## config.mk

```make
export PLATFORM = sky130hd
export DESIGN_NAME = midi_running_status_tx_queue_unit
export DESIGN_NICKNAME = d
export VERILOG_FILES = /design/src/sv/mrstq_pkg.sv /design/src/sv/midi_running_status_tx_queue_unit.sv /design/src/sv/mrstq_ring.sv
export SDC_FILE = /design/constraint.sdc
export NUM_CORES = 1
export LEC_CHECK = 0
export BUFFER_PORTS_ARGS = -buffer_cell sky130_fd_sc_hd__buf_2
export CAP_MARGIN = 30
export CORE_MARGIN = 1.5
export CORE_UTILIZATION = 50
export CTS_BUF_LIST = sky130_fd_sc_hd__clkbuf_8
export CTS_CLUSTER_SIZE = 16
export DETAILED_ROUTE_END_ITERATION = 8
export PLACE_DENSITY = 0.66
export SYNTH_ARGS = -nofsm -noshare
export SYNTH_HDL_FRONTEND = slang
export SYNTH_SLANG_ARGS = --single-unit
```

## constraint.sdc

```tcl
create_clock -name clk -period 4.84 [get_ports clk]
set_input_delay 0.968 -clock clk [delete_from_list [all_inputs] [get_ports clk]]
set_output_delay 0.968 -clock clk [all_outputs]
set_load 0.01 [all_outputs]
```

## src/sv/mrstq_pkg.sv

```systemverilog
// ----------------------------------------------------------------------------
// MIDI running-status transmit queue: shared package
// Sequencer states, ring control bundle and fixed field widths.
// ----------------------------------------------------------------------------
package mrstq_pkg;

    // Field widths fixed by the MIDI and USB-MIDI formats.
    localparam int BYTE_W  = 8;
    localparam int EVENT_W = 3 * BYTE_W;

    // Cable number carried in the high nibble of the USB-MIDI header.
    localparam logic [3:0] CABLE_NUMBER = 4'h0;

    // Operation codes of an input beat.
    localparam logic OP_ENQUEUE = 1'b0;
    localparam logic OP_SERVICE = 1'b1;

    // Sequencer states.
    typedef enum logic [2:0] {
        ST_IDLE,
        ST_ENQ_STATUS,
        ST_ENQ_DATA1,
        ST_ENQ_DATA2,
        ST_SVC_FETCH,
        ST_SVC_REPLY
    } state_t;

    // Control bundle from the sequencer to one ring.
    typedef struct packed {
        logic push;   // write the entry at the write index and advance it
        logic fetch;  // read the entry at the read index into the data register
        logic pop;    // advance the read index
    } ring_ctrl_t;

endpackage

```

## src/sv/midi_running_status_tx_queue_unit.sv

```systemverilog
// ----------------------------------------------------------------------------
// MIDI running-status transmit queue
// Event ring feeding USB-MIDI packets and a serial byte ring that leaves out
// a status byte equal to the last status queued.
// ----------------------------------------------------------------------------
//
//  Channel   Handshake            Payload
//  -------   ------------------   ------------------------------------------
//  command   start, busy          operation, status_byte, first_data,
//                                 second_data, usb_ready, uart_ready
//  result    done (one cycle)     usb_valid, usb_header, usb_status,
//                                 usb_data_one, usb_data_two, serial_valid,
//                                 serial_byte
//
// An enqueue beat has one state per byte through the single write port of
// the byte memory, the status byte being written only when it changes. A
// service beat has a fetch state and a state that returns the registered
// memory data. done is high in the cycle after the last one, when busy is
// already low and a new command may be taken. Reset clears the indices and
// the last status, not the memories. The receiver cannot stall a result.
// ----------------------------------------------------------------------------
module midi_running_status_tx_queue_unit #(
    parameter int EVENT_DEPTH = 8,
    parameter int BYTE_DEPTH  = 32
) (
    input  logic       clk,
    input  logic       rst_n,
    input  logic       start,
    output logic       busy,
    input  logic       operation,
    input  logic [7:0] status_byte,
    input  logic [7:0] first_data,
    input  logic [7:0] second_data,
    input  logic       usb_ready,
    input  logic       uart_ready,
    output logic       done,
    output logic       usb_valid,
    output logic [7:0] usb_header,
    output logic [7:0] usb_status,
    output logic [7:0] usb_data_one,
    output logic [7:0] usb_data_two,
    output logic       serial_valid,
    output logic [7:0] serial_byte
);

    localparam int BW = mrstq_pkg::BYTE_W;
    localparam int EW = mrstq_pkg::EVENT_W;

    mrstq_pkg::state_t     state_reg;
    mrstq_pkg::state_t     state_next;
    mrstq_pkg::ring_ctrl_t ev_ctrl;
    mrstq_pkg::ring_ctrl_t by_ctrl;

    logic [EW-1:0] ev_rd_data;
    logic          ev_not_empty;
    logic [BW-1:0] by_wr_data;
    logic [BW-1:0] by_rd_data;
    logic          by_not_empty;

    // Command beat held for the length of its work.
    logic [BW-1:0] st_reg;
    logic [BW-1:0] d1_reg;
    logic [BW-1:0] d2_reg;
    logic          usb_ok_reg;
    logic          uart_ok_reg;

    logic [BW-1:0] last_status_reg;
    logic [BW-1:0] last_status_next;

    // Result registers.
    logic          done_reg;
    logic          done_next;
    logic          usb_valid_reg;
    logic          usb_valid_next;
    logic [BW-1:0] usb_header_reg;
    logic [BW-1:0] usb_header_next;
    logic [BW-1:0] usb_status_reg;
    logic [BW-1:0] usb_status_next;
    logic [BW-1:0] usb_d1_reg;
    logic [BW-1:0] usb_d1_next;
    logic [BW-1:0] usb_d2_reg;
    logic [BW-1:0] usb_d2_next;
    logic          serial_valid_reg;
    logic          serial_valid_next;
    logic [BW-1:0] serial_byte_reg;
    logic [BW-1:0] serial_byte_next;

    logic          accept;
    logic          ev_go;
    logic          by_go;

    assign accept = start && (state_reg == mrstq_pkg::ST_IDLE);
    assign ev_go  = usb_ok_reg && ev_not_empty;
    assign by_go  = usb_ok_reg && uart_ok_reg && by_not_empty;

    // Event ring: whole events for USB-MIDI packets.
    mrstq_ring #(
        .WIDTH (EW),
        .DEPTH (EVENT_DEPTH)
    ) u_event_ring (
        .clk       (clk),
        .rst_n     (rst_n),
        .ctrl      (ev_ctrl),
        .wr_data   ({st_reg, d1_reg, d2_reg}),
        .rd_data   (ev_rd_data),
        .not_empty (ev_not_empty)
    );

    // Byte ring: bytes for the serial MIDI line.
    mrstq_ring #(
        .WIDTH (BW),
        .DEPTH (BYTE_DEPTH)
    ) u_byte_ring (
        .clk       (clk),
        .rst_n     (rst_n),
        .ctrl      (by_ctrl),
        .wr_data   (by_wr_data),
        .rd_data   (by_rd_data),
        .not_empty (by_not_empty)
    );

    // Sequencer: next state, ring control and result values.
    always_comb
    begin
        state_next        = state_reg;
        ev_ctrl           = '0;
        by_ctrl           = '0;
        by_wr_data        = st_reg;
        last_status_next  = last_status_reg;
        done_next         = 1'b0;
        usb_valid_next    = 1'b0;
        usb_header_next   = '0;
        usb_status_next   = '0;
        usb_d1_next       = '0;
        usb_d2_next       = '0;
        serial_valid_next = 1'b0;
        serial_byte_next  = '0;

        unique case (state_reg)
            mrstq_pkg::ST_IDLE:
            begin
                if (start)
                begin
                    state_next = (operation == mrstq_pkg::OP_ENQUEUE) ?
                                 mrstq_pkg::ST_ENQ_STATUS : mrstq_pkg::ST_SVC_FETCH;
                end
            end
            mrstq_pkg::ST_ENQ_STATUS:
            begin
                // Event goes in whole; the status byte only when it changes.
                ev_ctrl.push = 1'b1;
                if (st_reg != last_status_reg)
                begin
                    by_ctrl.push     = 1'b1;
                    last_status_next = st_reg;
                end
                state_next = mrstq_pkg::ST_ENQ_DATA1;
            end
            mrstq_pkg::ST_ENQ_DATA1:
            begin
                by_ctrl.push = 1'b1;
                by_wr_data   = d1_reg;
                state_next   = mrstq_pkg::ST_ENQ_DATA2;
            end
            mrstq_pkg::ST_ENQ_DATA2:
            begin
                // An enqueue result is all zero.
                by_ctrl.push = 1'b1;
                by_wr_data   = d2_reg;
                done_next    = 1'b1;
                state_next   = mrstq_pkg::ST_IDLE;
            end
            mrstq_pkg::ST_SVC_FETCH:
            begin
                ev_ctrl.fetch = 1'b1;
                by_ctrl.fetch = 1'b1;
                state_next    = mrstq_pkg::ST_SVC_REPLY;
            end
            mrstq_pkg::ST_SVC_REPLY:
            begin
                // Memory data is valid now; indices have not moved since fetch.
                done_next = 1'b1;
                if (ev_go)
                begin
                    ev_ctrl.pop     = 1'b1;
                    usb_valid_next  = 1'b1;
                    usb_header_next = {mrstq_pkg::CABLE_NUMBER, ev_rd_data[EW-1 -: 4]};
                    usb_status_next = ev_rd_data[EW-1 -: BW];
                    usb_d1_next     = ev_rd_data[2*BW-1 -: BW];
                    usb_d2_next     = ev_rd_data[BW-1:0];
                end
                if (by_go)
                begin
                    by_ctrl.pop       = 1'b1;
                    serial_valid_next = 1'b1;
                    serial_byte_next  = by_rd_data;
                end
                state_next = mrstq_pkg::ST_IDLE;
            end
            default:
            begin
                state_next = mrstq_pkg::ST_IDLE;
            end
        endcase
    end

    // State, running status and result strobe.
    always_ff @(posedge clk or negedge rst_n)
    begin
        if (!rst_n)
        begin
            state_reg       <= mrstq_pkg::ST_IDLE;
            last_status_reg <= '0;
            done_reg        <= 1'b0;
        end
        else
        begin
            state_reg       <= state_next;
            last_status_reg <= last_status_next;
            done_reg        <= done_next;
        end
    end

    // Command payload capture and result payload.
    always_ff @(posedge clk)
    begin
        if (accept)
        begin
            st_reg      <= status_byte;
            d1_reg      <= first_data;
            d2_reg      <= second_data;
            usb_ok_reg  <= usb_ready;
            uart_ok_reg <= uart_ready;
        end
        usb_valid_reg    <= usb_valid_next;
        usb_header_reg   <= usb_header_next;
        usb_status_reg   <= usb_status_next;
        usb_d1_reg       <= usb_d1_next;
        usb_d2_reg       <= usb_d2_next;
        serial_valid_reg <= serial_valid_next;
        serial_byte_reg  <= serial_byte_next;
    end

    assign busy         = (state_reg != mrstq_pkg::ST_IDLE);
    assign done         = done_reg;
    assign usb_valid    = usb_valid_reg;
    assign usb_header   = usb_header_reg;
    assign usb_status   = usb_status_reg;
    assign usb_data_one = usb_d1_reg;
    assign usb_data_two = usb_d2_reg;
    assign serial_valid = serial_valid_reg;
    assign serial_byte  = serial_byte_reg;

endmodule

```

## src/sv/mrstq_ring.sv

```systemverilog
// ----------------------------------------------------------------------------
// MIDI running-status transmit queue: ring buffer
// Synchronous memory with wrapping write and read indices; the read data is
// registered, so a fetch returns its entry in the following cycle. Overrun is silent.
// ----------------------------------------------------------------------------
module mrstq_ring #(
    parameter int WIDTH = 8,
    parameter int DEPTH = 32
) (
    input  logic                     clk,
    input  logic                     rst_n,
    input  mrstq_pkg::ring_ctrl_t    ctrl,
    input  logic [WIDTH-1:0]         wr_data,
    output logic [WIDTH-1:0]         rd_data,
    output logic                     not_empty
);

    localparam int AW = $clog2(DEPTH);

    logic [WIDTH-1:0] mem [DEPTH];
    logic [WIDTH-1:0] rd_data_reg;
    logic [AW-1:0]    wr_idx_reg;
    logic [AW-1:0]    wr_idx_next;
    logic [AW-1:0]    rd_idx_reg;
    logic [AW-1:0]    rd_idx_next;

    // Index advance with wrap at the configured depth.
    always_comb
    begin
        wr_idx_next = wr_idx_reg;
        rd_idx_next = rd_idx_reg;
        if (ctrl.push)
        begin
            wr_idx_next = (wr_idx_reg == AW'(DEPTH - 1)) ? '0 : wr_idx_reg + AW'(1);
        end
        if (ctrl.pop)
        begin
            rd_idx_next = (rd_idx_reg == AW'(DEPTH - 1)) ? '0 : rd_idx_reg + AW'(1);
        end
    end

    // Index registers.
    always_ff @(posedge clk or negedge rst_n)
    begin
        if (!rst_n)
        begin
            wr_idx_reg <= '0;
            rd_idx_reg <= '0;
        end
        else
        begin
            wr_idx_reg <= wr_idx_next;
            rd_idx_reg <= rd_idx_next;
        end
    end

    // Memory write port and registered read port.
    always_ff @(posedge clk)
    begin
        if (ctrl.push)
        begin
            mem[wr_idx_reg] <= wr_data;
        end
        if (ctrl.fetch)
        begin
            rd_data_reg <= mem[rd_idx_reg];
        end
    end

    assign rd_data   = rd_data_reg;
    assign not_empty = (rd_idx_reg != wr_idx_reg);

endmodule
```

### Yosys cells after proc, flatten, opt, wreduce, memory -nomap -nowiden

Memory sizes are Yosys's and may differ from the RTL's. A register that Yosys moved wholly into a read port is not among the register bits.
Cells that the tools add are included.

* $lt $le $gt $ge: 0
* mux-type cells: 21
* $add $sub $neg: 4
* multiply operators: 0
* shift operators: 0
* divide/modulo/power cells: 0
* eq/ne operators: 13
* reductions and logical operators: 11
* bitwise logic cells: 0

Operators by type and width (count)
* $pmux 8 s2: 1
* $eq 3x3->1 const B: 4
* $mux 1: 12
* $mux 3: 4
* $pmux 3 s4: 1
* $add 5x1->5 const B: 2
* $eq 5x5->1 const B: 2
* $mux 5: 2
* $ne 8x8->1: 1
* $add 3x1->3 const B: 2
* $eq 3x2->1 const B: 2
* $reduce_and 2->1: 3
* $ne 5x5->1: 1
* $logic_and 1x1->1: 4
* $reduce_or 2->1: 2
* $eq 3x1->1 const B: 1
* $logic_not 3->1: 1
* $ne 3x3->1: 1
* $reduce_bool 3->1: 1
* $ne 2x2->1 const B: 1
* $pmux 1 s2: 1

* bits in latches: 0
* output and inout bits: 44
* input bits: 30
* flip-flop bits (word level): 96
* memory bits (read-only): 0
* memories kept: 2
* word-level logic and storage cells: 71
* RAM bits: 448

Memories
* u_byte_ring.mem: words 32, width 8, read ports 1, clocked after Yosys merged registers in 1, write ports 1, line mrstq_ring.sv:20 `logic [WIDTH-1:0] mem [DEPTH];`
* u_event_ring.mem: words 8, width 24, read ports 1, clocked after Yosys merged registers in 1, write ports 1, line mrstq_ring.sv:20

### Logic depth before layout (Yosys ltp)

* depth in word-level cells: 5
* depth in mapped cells: 8
* mapped depth without buffers: 6

### Modules after synthesis

From an unflattened synthesis, not the netlist that was laid out.

* cells, all modules: 1059
* area total of the unflattened synthesis: 21755.9 um^2

By module, submodules not included
* mrstq_ring (u_byte_ring): area an instance 10742.8 um^2, cells each 535, seq. area each 8177.8 um^2, times used 1
* mrstq_ring (u_event_ring): area an instance 8478.1 um^2, cells each 339, seq. area each 6636.4 um^2, times used 1
* midi_running_status_tx_queue_unit: area an instance 2534.9 um^2, cells each 185, seq. area each 1761.7 um^2, times used 1

### Worst setup path after synthesis

OpenSTA, ideal clock, no wires.

* path kind: register -> register
* from: register state_reg[1]
* to: memory u_event_ring.mem[0][0] (netlist bit), enable pin
* setup slack: 1.170 ns
* cell stages (with the launch flop): 6
* data required time: 4.374 ns
* period minus slack after synthesis: 3.670 ns
* arrival: 3.205 ns
* path through: dfrtp_1 -> buf_2 -> nor2b_2 -> nand2b_1 -> clkbuf_1 -> nor4_1

* longest elaborated chain between the ends: 4

RTL lines
* from (decl): line midi_running_status_tx_queue_unit.sv:49 `mrstq_pkg::state_t state_reg;`
* from (signal assigned): line midi_running_status_tx_queue_unit.sv:212 `state_reg <= mrstq_pkg::ST_IDLE;`
* from (signal assigned): line midi_running_status_tx_queue_unit.sv:218 `state_reg <= state_next;`
* $eq 3x1->1: line midi_running_status_tx_queue_unit.sv:139 `unique case (state_reg)`
* $mux 1: line midi_running_status_tx_queue_unit.sv:139
* $mux 1: line mrstq_ring.sv:60 `if (ctrl.push)`
* $mux 1 (implied by the code): line mrstq_ring.sv:62 `mem[wr_idx_reg] <= wr_data;`
* to (decl): line mrstq_ring.sv:20

Every way passes these cells.

### Worst setup path in the final report

* from: register state_reg[0]
* to: memory u_byte_ring.mem[120][1] (netlist: u_byte_ring.mem[30][1]), enable pin

* longest elaborated chain between the ends: 5
* elaborated cells between the ends (all ways): 7
* classes of those cells: 3 x eq/ne; 3 x mux; 1 x reduce/logical

RTL lines (line)
* $eq 3x2->1: midi_running_status_tx_queue_unit.sv:139
* $reduce_or 2->1 (no line)
* $pmux 1 s2 (*): midi_running_status_tx_queue_unit.sv:139
* $mux 1 (*): mrstq_ring.sv:60
* $mux 1 (implied by the code) (*): mrstq_ring.sv:62
* to (decl): mrstq_ring.sv:20

Mark *: on every way between the ends. The rest lies on a longest branch, timed or not.

==> results_dict.tcl <==
set metrics [dict create \
    clk_pin_slew_ps 60 \
    cts.sinks 568 \
    rows 75 \
    endpoint_kind "flop" \
    finalWeightedCongestion 0.790 \
    placed_area_um2 22600 \
    async_flop_share_pct 4.93 \
    cp.required_ps 5090 \
    setup_violations 0 \
    crit_chain "nor2b_2 > and2b_1 > o21a_2 > o21ai_2 > nor2_1" \
    clock_path_buffers 3 \
    die_area_um2 44400 \
    die_x_um 211 \
    cts-root-buf "clkbuf_8" \
    syn_inst 1051 \
    synth-edff-count 506 \
    antenna_cells 0 \
    pin_count 74 \
    largest_reg_flops 256 \
    ys_warn_count 0 \
    p_per_area_nw_per_um2 564 \
    tightest_slew_ps 1030 \
    first_pass_iters 7 \
    cts_tree "yes" \
    ant_nets 0 \
    p_leak_nw 8.16 \
    finalPower_mw 13.7 \
    clock_latency_ps 640 \
    antenna_found_initial 0 \
    grt_first_pass_wirelength_um 65500 \
    htreeDepth 3 \
    critPathMaxFanout 15 \
    io_buffers 69 \
    overflow 0 \
    ys_ff_latch 568 \
    critPathLaunchType "flop" \
    synth_top_area_cell "edfxtp_1" \
    hold_violations 0 \
    maxSlewHeadroom_pct 30.8 \
    rsz0062_at_grt "no" \
    start_util_pct 51.1 \
    crit_arrival_ps 3220 \
    grt_max_degree 53 \
    synth.distinct_cells 54 \
    synth_area_um2 21600 \
    cts_buffers 87 \
    syn2layout_area_growth_pct 13.0 \
    hold_path.class "input port to async pin" \
    skew_ps 28.1 \
    routed_wl_um 43400 \
    crit_path_top_delay_cell "dfrtp_1" \
    vdd_drop_max_uv 322 \
    core_um2 42200 \
    post_cts_resized 0 \
    routedWlPerCell_um 24.3 \
    synth_top_area_share_pct 70.4 \
    criticalPathCategory "flop to flop" \
    max_stage_delay_ps 770 \
    fmax_mhz 336 \
    fin_setup_tns_ps 0 \
    ys_seq_area_share_pct 76.8 \
    post_cts_buffers 0 \
    syn_area_per_cell_um2 20.5 \
    final_area_um2 24400 \
    period_needed_ps 2970 \
    synth_flop_cell "edfxtp_1" \
    finalCritPeriodShare_pct 61.4 \
    drtIter0Drc 929 \
    hpwl_um 26800 \
    status "finished, final reports clean" \
    whs_ps 397 \
    vias 10300 \
    dieHeight_um 211 \
    drcViolationCount 0 \
    viasPerCell 5.73 \
    final_util_pct 57.7 \
    fin_nets 1218 \
    cts_hold_buf 0 \
    grt_pass1_vias 10200 \
    ys_top_cells_by_count "edfxtp_1, mux4_2, nor2_1, nand2_1, dfxtp_1" \
    synth_area_leaders "edfxtp_1, mux4_2, dfrtp_1" \
    synth_most_common_cell "edfxtp_1" \
    max_cap_viol_count 0 \
    final_layout_size_suffix_gt1_share_pct 31.0 \
    finalMaxSlewViolations 0 \
    grt_use_total_pct 20.2 \
]
-- cells by family (layout without fill, tap and decap cells) --
kind of cell             after synthesis  in the layout  synth area share [%]
AO/OA/AOI/OAI                         65             65                  2.03
adder cells (fa/ha/maj)               11             11                 0.638
buffers and inverters                 69            265                  1.98
AND/OR/NAND/NOR                      169            169                  4.08
multiplexers                         151            151                  13.8
XOR/XNOR                              17             17                 0.690
other                                  1              4                0.0174
flip-flops                           568            568                  76.8
-- metal layers --
metal	GRT usage, %	wire, µm	vias up
met1	29.3	18900	5278
met5	0	0	-
met2	30.8	20600	410
met4	6.58	964	0
li1	-	-	4485
met3	4.55	2980	78
-- report_power, final --
part / switching [mW] / internal, mW / leakage [nW] / total (mW)
Combinational: 1.75 / 1.34 / 1.97 / 3.09
Sequential: 0.466 / 6.42 / 5.20 / 6.88
Clock: 1.79 / 1.98 / 0.984 / 3.76
-- worst paths after layout --
kind,slack [ps],to,from,cells after the start
hold / removal,400,done$_DFF_PN0_,rst_n,1
min in group clk,440,usb_data_one[1]$_SDFF_PN0_,u_event_ring.rd_data[9]$_DFFE_PP_,1
setup reg to reg,1870,u_byte_ring.mem[30][1]$_DFFE_PP_,state_reg[0]$_DFFE_PN0P_,5
max in group asynchronous,3900,u_byte_ring.rd_idx_reg[0]$_DFFE_PN0P_,rst_n,1
setup / recovery,1870,u_byte_ring.mem[30][1]$_DFFE_PP_,state_reg[0]$_DFFE_PN0P_,5
hold reg to reg,440,usb_data_one[1]$_SDFF_PN0_,u_event_ring.rd_data[9]$_DFFE_PP_,1
-- layout by cell type (no fill, tap or decap), types with 14 or more instances in the layout --
cell type / n
xnor2_1: 14
mux2_2: 30
o22ai_1: 33
inv_1: 40
nand2_1: 40
clkbuf_8: 99
edfxtp_1: 506
dfrtp_1: 24
clkinv_1: 14
nor2_1: 37
and2_1: 32
buf_2: 69
mux4_2: 107
dfxtp_1: 34
buf_4: 18
-- per-stage QoR --
stage,instances,setup WS [ps]
after floorplan,1054,1170
after global placement,1618,1990
after detailed placement,1624,1890
after CTS,1786,1840
after global routing,1789,1620
final,1789,1870
-- worst max-delay path, delay by kind of cell (launching register included) --
family	cells	cell delay, ps
AO/OA/AOI/OAI	2	630
flip-flops	1	770
AND/OR/NAND/NOR	3	1180
-- area by class of cell --
| cell class | instances | area [µm²] |
|---|---|---|
| inverters | 7 | 26.3 |
| multi-input cells | 417 | 4720 |
| clock inverters | 63 | 312 |
| fillers | 3089 | 17800 |
| repair buffers | 96 | 698 |
| flip-flops and latches | 568 | 16600 |
| well taps | 539 | 674 |
| clock buffers | 99 | 1360 |
No activity file was read; power rests on OpenSTA's default activity.
